## config.mk

```make
export PLATFORM = sky130hd
export DESIGN_NAME = rsi_threshold_signal_top
export DESIGN_NICKNAME = d
export VERILOG_FILES = /design/src/hdl/rsi_pkg.sv /design/src/hdl/rsi_ring.sv /design/src/hdl/rsi_div.sv /design/src/hdl/rsi_threshold_signal_top.sv
export SDC_FILE = /design/constraint.sdc
export NUM_CORES = 2
export LEC_CHECK = 0
export BUFFER_PORTS_ARGS = -buffer_cell sky130_fd_sc_hd__buf_2
export CAP_MARGIN = 30
export CORE_MARGIN = 2
export CORE_UTILIZATION = 46
export CTS_CLUSTER_DIAMETER = 80
export CTS_CLUSTER_SIZE = 12
export DETAILED_ROUTE_END_ITERATION = 16
export PLACE_DENSITY = 0.66
export SKIP_LAST_GASP = 1
export SYNTH_ARGS = -nofsm -noshare
export SYNTH_HDL_FRONTEND = slang
export SYNTH_SLANG_ARGS = --single-unit
```

## constraint.sdc

```tcl
create_clock -name clk_i -period 7.7 [get_ports clk_i]
set_input_delay 0 -clock clk_i [delete_from_list [all_inputs] [get_ports clk_i]]
set_output_delay 0 -clock clk_i [all_outputs]
set_load 0.005 [all_outputs]
```

## src/hdl/rsi_pkg.sv

```systemverilog
`timescale 1ns / 1ps
// ----------------------------------------------------------------------------
// rsi_pkg
// Types and constants shared by the RSI threshold signal block.
// ----------------------------------------------------------------------------
package rsi_pkg;

  localparam int PRICE_IN_W = 32;
  localparam int WINDOW_W   = 7;
  localparam int LEVEL_W    = 15;
  localparam int RSI_W      = 15;
  localparam int SIG_W      = 2;
  localparam int CFG_IDX_W  = 2;
  localparam int CFG_DATA_W = 15;
  localparam int OUT_DATA_W = 24;

  localparam logic [CFG_IDX_W-1:0] REG_WINDOW     = 2'd0;
  localparam logic [CFG_IDX_W-1:0] REG_OVERSOLD   = 2'd1;
  localparam logic [CFG_IDX_W-1:0] REG_OVERBOUGHT = 2'd2;

  localparam logic [SIG_W-1:0] SIG_NONE = 2'd0;
  localparam logic [SIG_W-1:0] SIG_BUY  = 2'd1;
  localparam logic [SIG_W-1:0] SIG_SELL = 2'd2;

  localparam logic [WINDOW_W-1:0] WINDOW_RST     = 7'd14;
  localparam logic [LEVEL_W-1:0]  OVERSOLD_RST   = 15'd7680;
  localparam logic [LEVEL_W-1:0]  OVERBOUGHT_RST = 15'd17920;

  // rsi with no losses in the window (rs of 100)
  localparam logic [RSI_W-1:0] RSI_NO_LOSS = 15'd25346;

  // scale of 25600 = 2^14 + 2^13 + 2^10
  localparam int SCALE_SH_HI  = 14;
  localparam int SCALE_SH_MID = 13;
  localparam int SCALE_SH_LO  = 10;

  typedef struct packed {
    logic             done;
    logic [RSI_W-1:0] quot;
  } div_result_t;

endpackage

```

## src/hdl/rsi_ring.sv

```systemverilog
`timescale 1ns / 1ps
// ----------------------------------------------------------------------------
// rsi_ring
// Change history memory, one write and one registered read per cycle.
// ----------------------------------------------------------------------------
module rsi_ring #(
  parameter  int DEPTH  = 64,
  parameter  int DATA_W = 33,
  localparam int ADDR_W = $clog2(DEPTH)
) (
  input  logic              clk_i,
  input  logic              we_i,
  input  logic [ADDR_W-1:0] waddr_i,
  input  logic [DATA_W-1:0] wdata_i,
  input  logic              re_i,
  input  logic [ADDR_W-1:0] raddr_i,
  output logic [DATA_W-1:0] rdata_o
);

  logic [DATA_W-1:0] mem_q [DEPTH];
  logic [DATA_W-1:0] rdata_q;

  always_ff @(posedge clk_i) begin
    if (we_i) begin
      mem_q[waddr_i] <= wdata_i;
    end
    if (re_i) begin
      rdata_q <= mem_q[raddr_i];
    end
  end

  assign rdata_o = rdata_q;

endmodule

```

## src/hdl/rsi_div.sv

```systemverilog
`timescale 1ns / 1ps
// ----------------------------------------------------------------------------
// rsi_div
// Serial restoring divider for 25600 * gain / total, one quotient bit a cycle.
// ----------------------------------------------------------------------------
module rsi_div
  import rsi_pkg::*;
#(
  parameter int SUM_W = 38
) (
  input  logic             clk_i,
  input  logic             rst_ni,
  input  logic             start_i,
  input  logic [SUM_W-1:0] gain_i,
  input  logic [SUM_W-1:0] total_i,
  output div_result_t      result_o
);

  localparam int NUM_W = SUM_W + RSI_W;
  localparam int CNT_W = $clog2(RSI_W + 1);

  logic [NUM_W-1:0] num;
  logic [SUM_W:0]   trial;
  logic [SUM_W:0]   diff;
  logic             take;
  logic [SUM_W-1:0] rem_q, rem_d;
  logic [SUM_W-1:0] den_q;
  logic [RSI_W-1:0] bits_q, bits_d;
  logic [CNT_W-1:0] cnt_q, cnt_d;
  logic             busy_q, busy_d;
  logic             done_q, done_d;

  always_comb begin
    num = (NUM_W'(gain_i) << SCALE_SH_HI) + (NUM_W'(gain_i) << SCALE_SH_MID)
        + (NUM_W'(gain_i) << SCALE_SH_LO);
    trial = {rem_q, bits_q[RSI_W-1]};
    diff  = trial - {1'b0, den_q};
    take  = (trial >= {1'b0, den_q});
    rem_d  = rem_q;
    bits_d = bits_q;
    cnt_d  = cnt_q;
    busy_d = busy_q;
    done_d = 1'b0;
    if (start_i) begin
      rem_d  = num[NUM_W-1:RSI_W];
      bits_d = num[RSI_W-1:0];
      cnt_d  = '0;
      busy_d = 1'b1;
    end else if (busy_q) begin
      rem_d  = take ? diff[SUM_W-1:0] : trial[SUM_W-1:0];
      bits_d = {bits_q[RSI_W-2:0], take};
      cnt_d  = cnt_q + 1'b1;
      if (cnt_q == CNT_W'(RSI_W - 1)) begin
        busy_d = 1'b0;
        done_d = 1'b1;
      end
    end
  end

  always_ff @(posedge clk_i or negedge rst_ni) begin
    if (!rst_ni) begin
      cnt_q  <= '0;
      busy_q <= 1'b0;
      done_q <= 1'b0;
    end else begin
      cnt_q  <= cnt_d;
      busy_q <= busy_d;
      done_q <= done_d;
    end
  end

  always_ff @(posedge clk_i) begin
    rem_q  <= rem_d;
    bits_q <= bits_d;
    if (start_i) begin
      den_q <= total_i;
    end
  end

  assign result_o.done = done_q;
  assign result_o.quot = bits_q;

endmodule

```

## src/hdl/rsi_threshold_signal_top.sv

```systemverilog
`timescale 1ns / 1ps
// ----------------------------------------------------------------------------
// rsi_threshold_signal_top
// Simple-average RSI over a ring of price changes with a buy/sell threshold.
// ----------------------------------------------------------------------------
// sequence: an accepted price passes the update, add and eval states, then the
//   15-step serial divider when the window is full and the loss sum is nonzero,
//   then the done state; no new price is taken until its result is registered
// reset: control state and sums cleared, levels and window at their defaults;
//   ring contents are undefined and are only used after being written,
//   so no clearing pass
module rsi_threshold_signal_top
  import rsi_pkg::*;
#(
  parameter int MAX_WINDOW = 64,
  parameter int PRICE_BITS = 32
) (
  input  logic                  clk_i,
  input  logic                  rst_ni,
  input  logic                  s_axis_tvalid,
  output logic                  s_axis_tready,
  input  logic [PRICE_IN_W-1:0] s_axis_tdata,  // close_price
  output logic                  m_axis_tvalid,
  input  logic                  m_axis_tready,
  output logic [OUT_DATA_W-1:0] m_axis_tdata,  // trade_signal, rsi_value, rsi_valid
  input  logic                  cfg_we_i,
  input  logic [CFG_IDX_W-1:0]  cfg_idx_i,
  input  logic [CFG_DATA_W-1:0] cfg_data_i
);

  localparam int PTR_W   = $clog2(MAX_WINDOW);
  localparam int WIN_W   = $clog2(MAX_WINDOW + 1);
  localparam int CNT_W   = $clog2(MAX_WINDOW + 2);
  localparam int ENTRY_W = PRICE_BITS + 1;
  localparam int SUM_W   = PRICE_BITS + $clog2(MAX_WINDOW);

  localparam logic [2:0] ST_IDLE   = 3'd0;
  localparam logic [2:0] ST_UPDATE = 3'd1;
  localparam logic [2:0] ST_ADD    = 3'd2;
  localparam logic [2:0] ST_EVAL   = 3'd3;
  localparam logic [2:0] ST_DIV    = 3'd4;
  localparam logic [2:0] ST_DONE   = 3'd5;

  logic [2:0]            state_q, state_d;
  logic [WINDOW_W-1:0]   window_q, window_d;
  logic [LEVEL_W-1:0]    oversold_q, oversold_d;
  logic [LEVEL_W-1:0]    overbought_q, overbought_d;
  logic [PRICE_BITS-1:0] prev_q, prev_d;
  logic [CNT_W-1:0]      samples_q, samples_d;
  logic [PTR_W-1:0]      ptr_q, ptr_d;
  logic [SUM_W-1:0]      gain_q, gain_d;
  logic [SUM_W-1:0]      loss_q, loss_d;
  logic                  m_valid_q, m_valid_d;

  logic [PRICE_BITS-1:0] price_q, price_d;
  logic [PRICE_BITS-1:0] mag_q, mag_d;
  logic                  is_loss_q, is_loss_d;
  logic [RSI_W-1:0]      rsi_q, rsi_d;
  logic                  valid_q, valid_d;
  logic [OUT_DATA_W-1:0] m_data_q, m_data_d;

  logic [PRICE_IN_W+PRICE_BITS-1:0] price_ext;
  logic [PRICE_BITS-1:0] price_in;
  logic [WIN_W-1:0]      win;
  logic [CNT_W-1:0]      win_plus1;
  logic                  full;
  logic [PRICE_BITS-1:0] rise;
  logic [PRICE_BITS-1:0] fall;
  logic                  accept;
  logic                  ring_we;
  logic                  ring_re;
  logic [ENTRY_W-1:0]    ring_wdata;
  logic [ENTRY_W-1:0]    ring_rdata;
  logic [PRICE_BITS-1:0] old_mag;
  logic                  old_loss;
  logic                  div_start;
  logic [SUM_W-1:0]      div_total;
  div_result_t           div_res;
  logic [SIG_W-1:0]      sig;

  rsi_ring #(
    .DEPTH  (MAX_WINDOW),
    .DATA_W (ENTRY_W)
  ) u_ring (
    .clk_i   (clk_i),
    .we_i    (ring_we),
    .waddr_i (ptr_q),
    .wdata_i (ring_wdata),
    .re_i    (ring_re),
    .raddr_i (ptr_q),
    .rdata_o (ring_rdata)
  );

  rsi_div #(
    .SUM_W (SUM_W)
  ) u_div (
    .clk_i    (clk_i),
    .rst_ni   (rst_ni),
    .start_i  (div_start),
    .gain_i   (gain_q),
    .total_i  (div_total),
    .result_o (div_res)
  );

  assign s_axis_tready = (state_q == ST_IDLE);
  assign accept        = s_axis_tvalid && s_axis_tready;
  assign price_ext     = {{PRICE_BITS{1'b0}}, s_axis_tdata};
  assign price_in      = price_ext[PRICE_BITS-1:0];
  assign ring_re       = accept;
  assign ring_wdata    = {is_loss_d, mag_d};
  assign old_mag       = ring_rdata[PRICE_BITS-1:0];
  assign old_loss      = ring_rdata[PRICE_BITS];
  assign rise          = price_q - prev_q;
  assign fall          = prev_q - price_q;
  assign div_total     = gain_q + loss_q;

  // effective window: zero acts as one, large values clamp
  always_comb begin
    priority if (window_q == '0) begin
      win = WIN_W'(1);
    end else if (32'(window_q) > MAX_WINDOW) begin
      win = WIN_W'(MAX_WINDOW);
    end else begin
      win = WIN_W'(window_q);
    end
  end

  assign win_plus1 = CNT_W'(win) + 1'b1;
  assign full      = (samples_q >= win_plus1);

  always_comb begin
    sig = SIG_NONE;
    if (valid_q) begin
      priority if (rsi_q <= oversold_q) begin
        sig = SIG_BUY;
      end else if (rsi_q >= overbought_q) begin
        sig = SIG_SELL;
      end else begin
        sig = SIG_NONE;
      end
    end
  end

  always_comb begin
    state_d      = state_q;
    window_d     = window_q;
    oversold_d   = oversold_q;
    overbought_d = overbought_q;
    prev_d       = prev_q;
    samples_d    = samples_q;
    ptr_d        = ptr_q;
    gain_d       = gain_q;
    loss_d       = loss_q;
    m_valid_d    = m_valid_q;
    price_d      = price_q;
    mag_d        = mag_q;
    is_loss_d    = is_loss_q;
    rsi_d        = rsi_q;
    valid_d      = valid_q;
    m_data_d     = m_data_q;
    ring_we      = 1'b0;
    div_start    = 1'b0;

    if (m_valid_q && m_axis_tready) begin
      m_valid_d = 1'b0;
    end

    unique case (state_q)
      ST_IDLE: begin
        if (accept) begin
          price_d = price_in;
          state_d = ST_UPDATE;
        end
      end
      ST_UPDATE: begin
        mag_d     = '0;
        is_loss_d = 1'b0;
        if (samples_q != '0) begin
          is_loss_d = !(price_q > prev_q);
          mag_d     = is_loss_d ? fall : rise;
          if (full) begin
            if (old_loss) begin
              loss_d = loss_q - SUM_W'(old_mag);
            end else begin
              gain_d = gain_q - SUM_W'(old_mag);
            end
          end
          ring_we = 1'b1;
          ptr_d   = (32'(ptr_q) + 1 >= 32'(win)) ? '0 : ptr_q + 1'b1;
        end
        prev_d = price_q;
        if (samples_q < win_plus1) begin
          samples_d = samples_q + 1'b1;
        end
        state_d = ST_ADD;
      end
      ST_ADD: begin
        if (is_loss_q) begin
          loss_d = loss_q + SUM_W'(mag_q);
        end else begin
          gain_d = gain_q + SUM_W'(mag_q);
        end
        state_d = ST_EVAL;
      end
      ST_EVAL: begin
        priority if (!full) begin
          valid_d = 1'b0;
          rsi_d   = '0;
          state_d = ST_DONE;
        end else if (loss_q == '0) begin
          valid_d = 1'b1;
          rsi_d   = RSI_NO_LOSS;
          state_d = ST_DONE;
        end else begin
          valid_d   = 1'b1;
          div_start = 1'b1;
          state_d   = ST_DIV;
        end
      end
      ST_DIV: begin
        if (div_res.done) begin
          rsi_d   = div_res.quot;
          state_d = ST_DONE;
        end
      end
      ST_DONE: begin
        if (!m_valid_q || m_axis_tready) begin
          m_data_d  = OUT_DATA_W'({valid_q, rsi_q, sig});
          m_valid_d = 1'b1;
          state_d   = ST_IDLE;
        end
      end
      default: begin
        state_d = ST_IDLE;
      end
    endcase

    if (cfg_we_i) begin
      unique case (cfg_idx_i)
        REG_WINDOW: begin
          window_d  = cfg_data_i[WINDOW_W-1:0];
          samples_d = '0;
          ptr_d     = '0;
          gain_d    = '0;
          loss_d    = '0;
          prev_d    = '0;
        end
        REG_OVERSOLD: begin
          oversold_d = cfg_data_i[LEVEL_W-1:0];
        end
        REG_OVERBOUGHT: begin
          overbought_d = cfg_data_i[LEVEL_W-1:0];
        end
        default: begin
        end
      endcase
    end
  end

  always_ff @(posedge clk_i or negedge rst_ni) begin
    if (!rst_ni) begin
      state_q      <= ST_IDLE;
      window_q     <= WINDOW_RST;
      oversold_q   <= OVERSOLD_RST;
      overbought_q <= OVERBOUGHT_RST;
      prev_q       <= '0;
      samples_q    <= '0;
      ptr_q        <= '0;
      gain_q       <= '0;
      loss_q       <= '0;
      m_valid_q    <= 1'b0;
    end else begin
      state_q      <= state_d;
      window_q     <= window_d;
      oversold_q   <= oversold_d;
      overbought_q <= overbought_d;
      prev_q       <= prev_d;
      samples_q    <= samples_d;
      ptr_q        <= ptr_d;
      gain_q       <= gain_d;
      loss_q       <= loss_d;
      m_valid_q    <= m_valid_d;
    end
  end

  always_ff @(posedge clk_i) begin
    price_q   <= price_d;
    mag_q     <= mag_d;
    is_loss_q <= is_loss_d;
    rsi_q     <= rsi_d;
    valid_q   <= valid_d;
    m_data_q  <= m_data_d;
  end

  assign m_axis_tvalid = m_valid_q;
  assign m_axis_tdata  = m_data_q;

endmodule

```

==> reports/metrics.cfg <==
[synthesis]
yosysTopAreaCell = edfxtp_1
synth_edf_count = 2302
synth_top_family_by_area = compound AO/OA/AOI/OAI gates
yosys_warnings = 0
synth_flop_cell = edfxtp_1
synth_simple_gate_area_frac = 0.0568
synth_area_leaders = edfxtp_1 63%, a22oi_1 4.8%, ha_1 4.2%, dfrtp_1 3.6%, a21oi_1 2.0%
synth-compound-area-share = 0.163
synth_seq_cells = 2503
postSynthAreaPerCell_sq_um = 14.1
async_reset_ff_frac = 0.0671
synth_cell_types = 110
synth_common_cells = 2302 x edfxtp_1, 699 x a22oi_1, 440 x a21oi_1
syn-cell-area_sq_um = 109000
ys_seq_area_frac = 0.678
synth_top_area_frac = 0.633
synthAdderAreaFrac = 0.0497
synthMuxAreaShare = 0.00677
synth_xor_area_frac = 0.0206
yosysMostFrequentCell = edfxtp_1
netlist_instances = 7721

[setup_path]
crit_fanout = 71
r2r_slack_ns = 2.33
crit_start = window_q[5]
cp.arrival_ns = 5.99
cp_top_family = buffers and inverters
cp-end-kind = flop
ff2ff_path_depth = 18
r2r-start = window_q[5]
cpPeakStageDelay_ns = 0.56
timing_worst_setup_path_type = reg2reg
worst-path-buf-inv = 4
timing.critical_path.mode_cell = a21o_1
start_kind = flop
critPathCapture = u_div.rem_q[11]
cp_cell_sequence = or4_1 -> nor2_1 -> o21a_1 -> ha_1 -> nand4_1 -> xnor2_1 -> ha_1 -> a21o_1 -> a21o_1 -> a21o_1 -> o21bai_1 -> buf_4 -> o31ai_1 -> or2_2 -> buf_4 -> clkinv_2 -> buf_12 -> o311ai_0
path_depth = 18
cp_slowest_cell = clkinv_2
r2r_end = u_div.rem_q[11]
critical_path_required_ns = 8.32

[global_route]
grt_usage = 0.270
antenna_found_initial = 19
grt_first_pass_wirelength_um = 481000
first_global_vias = 70100
grt_max_degree = 96
grt_overflow_total = 0

[place]
dpl.hpwl_um = 205000
io_buffer_count = 73
post-place-ws_ns = 2.39
place_area_sq_um = 115000
gp_congestion = 0.931

[sta]
slew_viol_final = 0
final-setup-viol-count = 0
slew_headroom = 0.239
rsz0062_at_grt = false
clock-skew-final_ns = 0.101
setup_tns_ns = 0
finalHoldViolations = 0
max_freq_mhz = 186
period_needed_ns = 5.37
setup_slack_ns = 2.33
worst_pin_slew_ns = 1.14
finalCritPeriodShare = 0.697

[routing]
wl_per_cell_um = 29.9
avgViaCountPerCell = 6.46
vias = 72300
routed_wl_um = 334000
drc_errors = 0
drt-initial-drc-count = 9833
ant_nets = 0
drt_pass1_iterations = 6

[finish]
n_fill_cell = 19500
fin_util = 0.520
ff_latch_area_sq_um = 74000
syn_to_final_growth_pct = 12.3
drive_gt1_frac = 0.0974
multi_input_area_sq_um = 33500
fin_area_sq_um = 123000
fin_nets = 8408

[pwr]
power_density_nw_per_um2 = 411
power_mw = 50.4
p_clk_frac = 0.209
seqPwrFrac = 0.399
power_frac_comb = 0.392
sw_frac_of_total = 0.396
internal_power_mw = 30.4
p_switching_mw = 20.0
p_leak_nw = 42.7
ir_drop_uv = 489

[outcome]
status = finished clean

[floorplan]
core_area_sq_um = 236000
die_w_um = 491
start_util = 0.463
num_rows = 178
die_y_um = 491
die_area_sq_um = 241000
io_pins = 80

[min_path]
hold_path_class = in2reg
hold_depth = 3

[clocking]
htree_levels = 4
postCtsSetupRepairBufs = 0
clkTransAtPathRegs_ns = 0.07
cts_max_path_buffers = 3
clock_sinks = 2503
cts_made_buffers = 233
tritoncts = built
cts_root_buffer = clkbuf_16
clkLatencyLatePin_ns = 0.92

[run]
maxCapViolations = 0

## worst reg2reg max path, cell delays in order (launching register included)
cell and delay [ns]:
dfrtp_1 0.42, or4_1 0.53, nor2_1 0.10, o21a_1 0.18, ha_1 0.23, nand4_1 0.13, xnor2_1 0.15, ha_1 0.29
a21o_1 0.18, a21o_1 0.17, a21o_1 0.18, o21bai_1 0.15, buf_4 0.17, o31ai_1 0.12, or2_2 0.18, buf_4 0.48
clkinv_2 0.59, buf_12 0.38, o311ai_0 0.51
## layout make-up
cell class | count | share of cell area
antenna | 4 | 0.0000817
clock buffer | 291 | 0.0494
multi-input combinational | 4527 | 0.273
clock inverter | 28 | 0.00457
inverter | 277 | 0.00849
timing repair buffer | 404 | 0.0285
tap | 3150 | 0.0322
sequential | 2503 | 0.604
## worst min path at each step
| stage | startpoint | end | slack, ns |
|---|---|---|---|
| final | cfg_data_i[2] | overbought_q[2] | 0.05 |
| after global routing | s_axis_tdata[1] | price_q[1] | 0.04 |
| after CTS | s_axis_tdata[1] | price_q[1] | 0.0008 |
| after detailed placement | rst_ni | gain_q[2] | 0.007 |
| after global placement | rst_ni | gain_q[2] | 0.008 |
| after floorplan | rst_ni | gain_q[0] | -0.30 |
## layout by cell type, fill, tap and decap left out, drive strengths merged, types with 217 or more instances in the layout
cell / synthesis / layout
inv: 276 / 282
nand2: 368 / 368
clkbuf: 299 / 292
edfxtp: 2302 / 2302
ha: 365 / 365
a22oi: 699 / 699
buf: 120 / 293
a21oi: 441 / 441
nor2: 318 / 318
o21ai: 222 / 222
a221oi: 217 / 217
## power groups by stage
stage / registers [mW] / clock network [mW] / logic (mW)
detailed placement: 20.4 / 0 / 19.2
CTS: 20.1 / 10.6 / 19.4
floorplan: 20.2 / 0 / 11.6
global placement: 20.3 / 0 / 18.8
global route: 20.2 / 11.1 / 21.1
finish: 20.1 / 10.5 / 19.8
## routing by layer
metal | part of all wire | track usage | routed length [um]
met3 | 0.10 | 0.0469 | 33300
met4 | 0.048 | 0.117 | 15900
met5 | 0.00015 | 0 | 50
met2 | 0.47 | 0.433 | 155000
met1 | 0.39 | 0.361 | 129000
## repair_timing
action / CTS / global route
resized for setup: 0 / 0
hold endpoints to repair: 298 / 0
hold buffers: 111 / 0
## logic make-up (layout without fill, tap and decap cells)
kind of cell | after synthesis | after routing
xor+xnor | 257 | 257
flops | 2503 | 2503
simple gates | 1280 | 1280
fa+ha+maj | 408 | 408
mux | 69 | 69
compound gates | 2507 | 2507
buf+inv | 696 | 1000
other cells | 1 | 10
## through the flow
stage          std cells  hold WS [ns]
4_1_cts            11200      0.000844
2_1_floorplan       7726        -0.296
3_5_place_dp       10700       0.00673
3_3_place_gp       10700       0.00814
6_report           11200        0.0506
5_1_grt            11200        0.0369
## sequential cells by signal, summed over array words and instances, names as in the netlist, 3 cells and up
register / flops
m_axis_tdata: 18
mag_q: 32
u_ring.rdata_o: 33
oversold_q: 15
u_div.den_q: 38
ptr_q: 6
rsi_q: 15
prev_q: 32
samples_q: 7
u_div.rem_q: 38
state_q: 3
window_q: 7
u_ring.mem_q: 2112
overbought_q: 15
u_div.bits_q: 15
gain_q: 38
price_q: 32
loss_q: 38
u_div.cnt_q: 4
(Power assumes the default switching activity.)
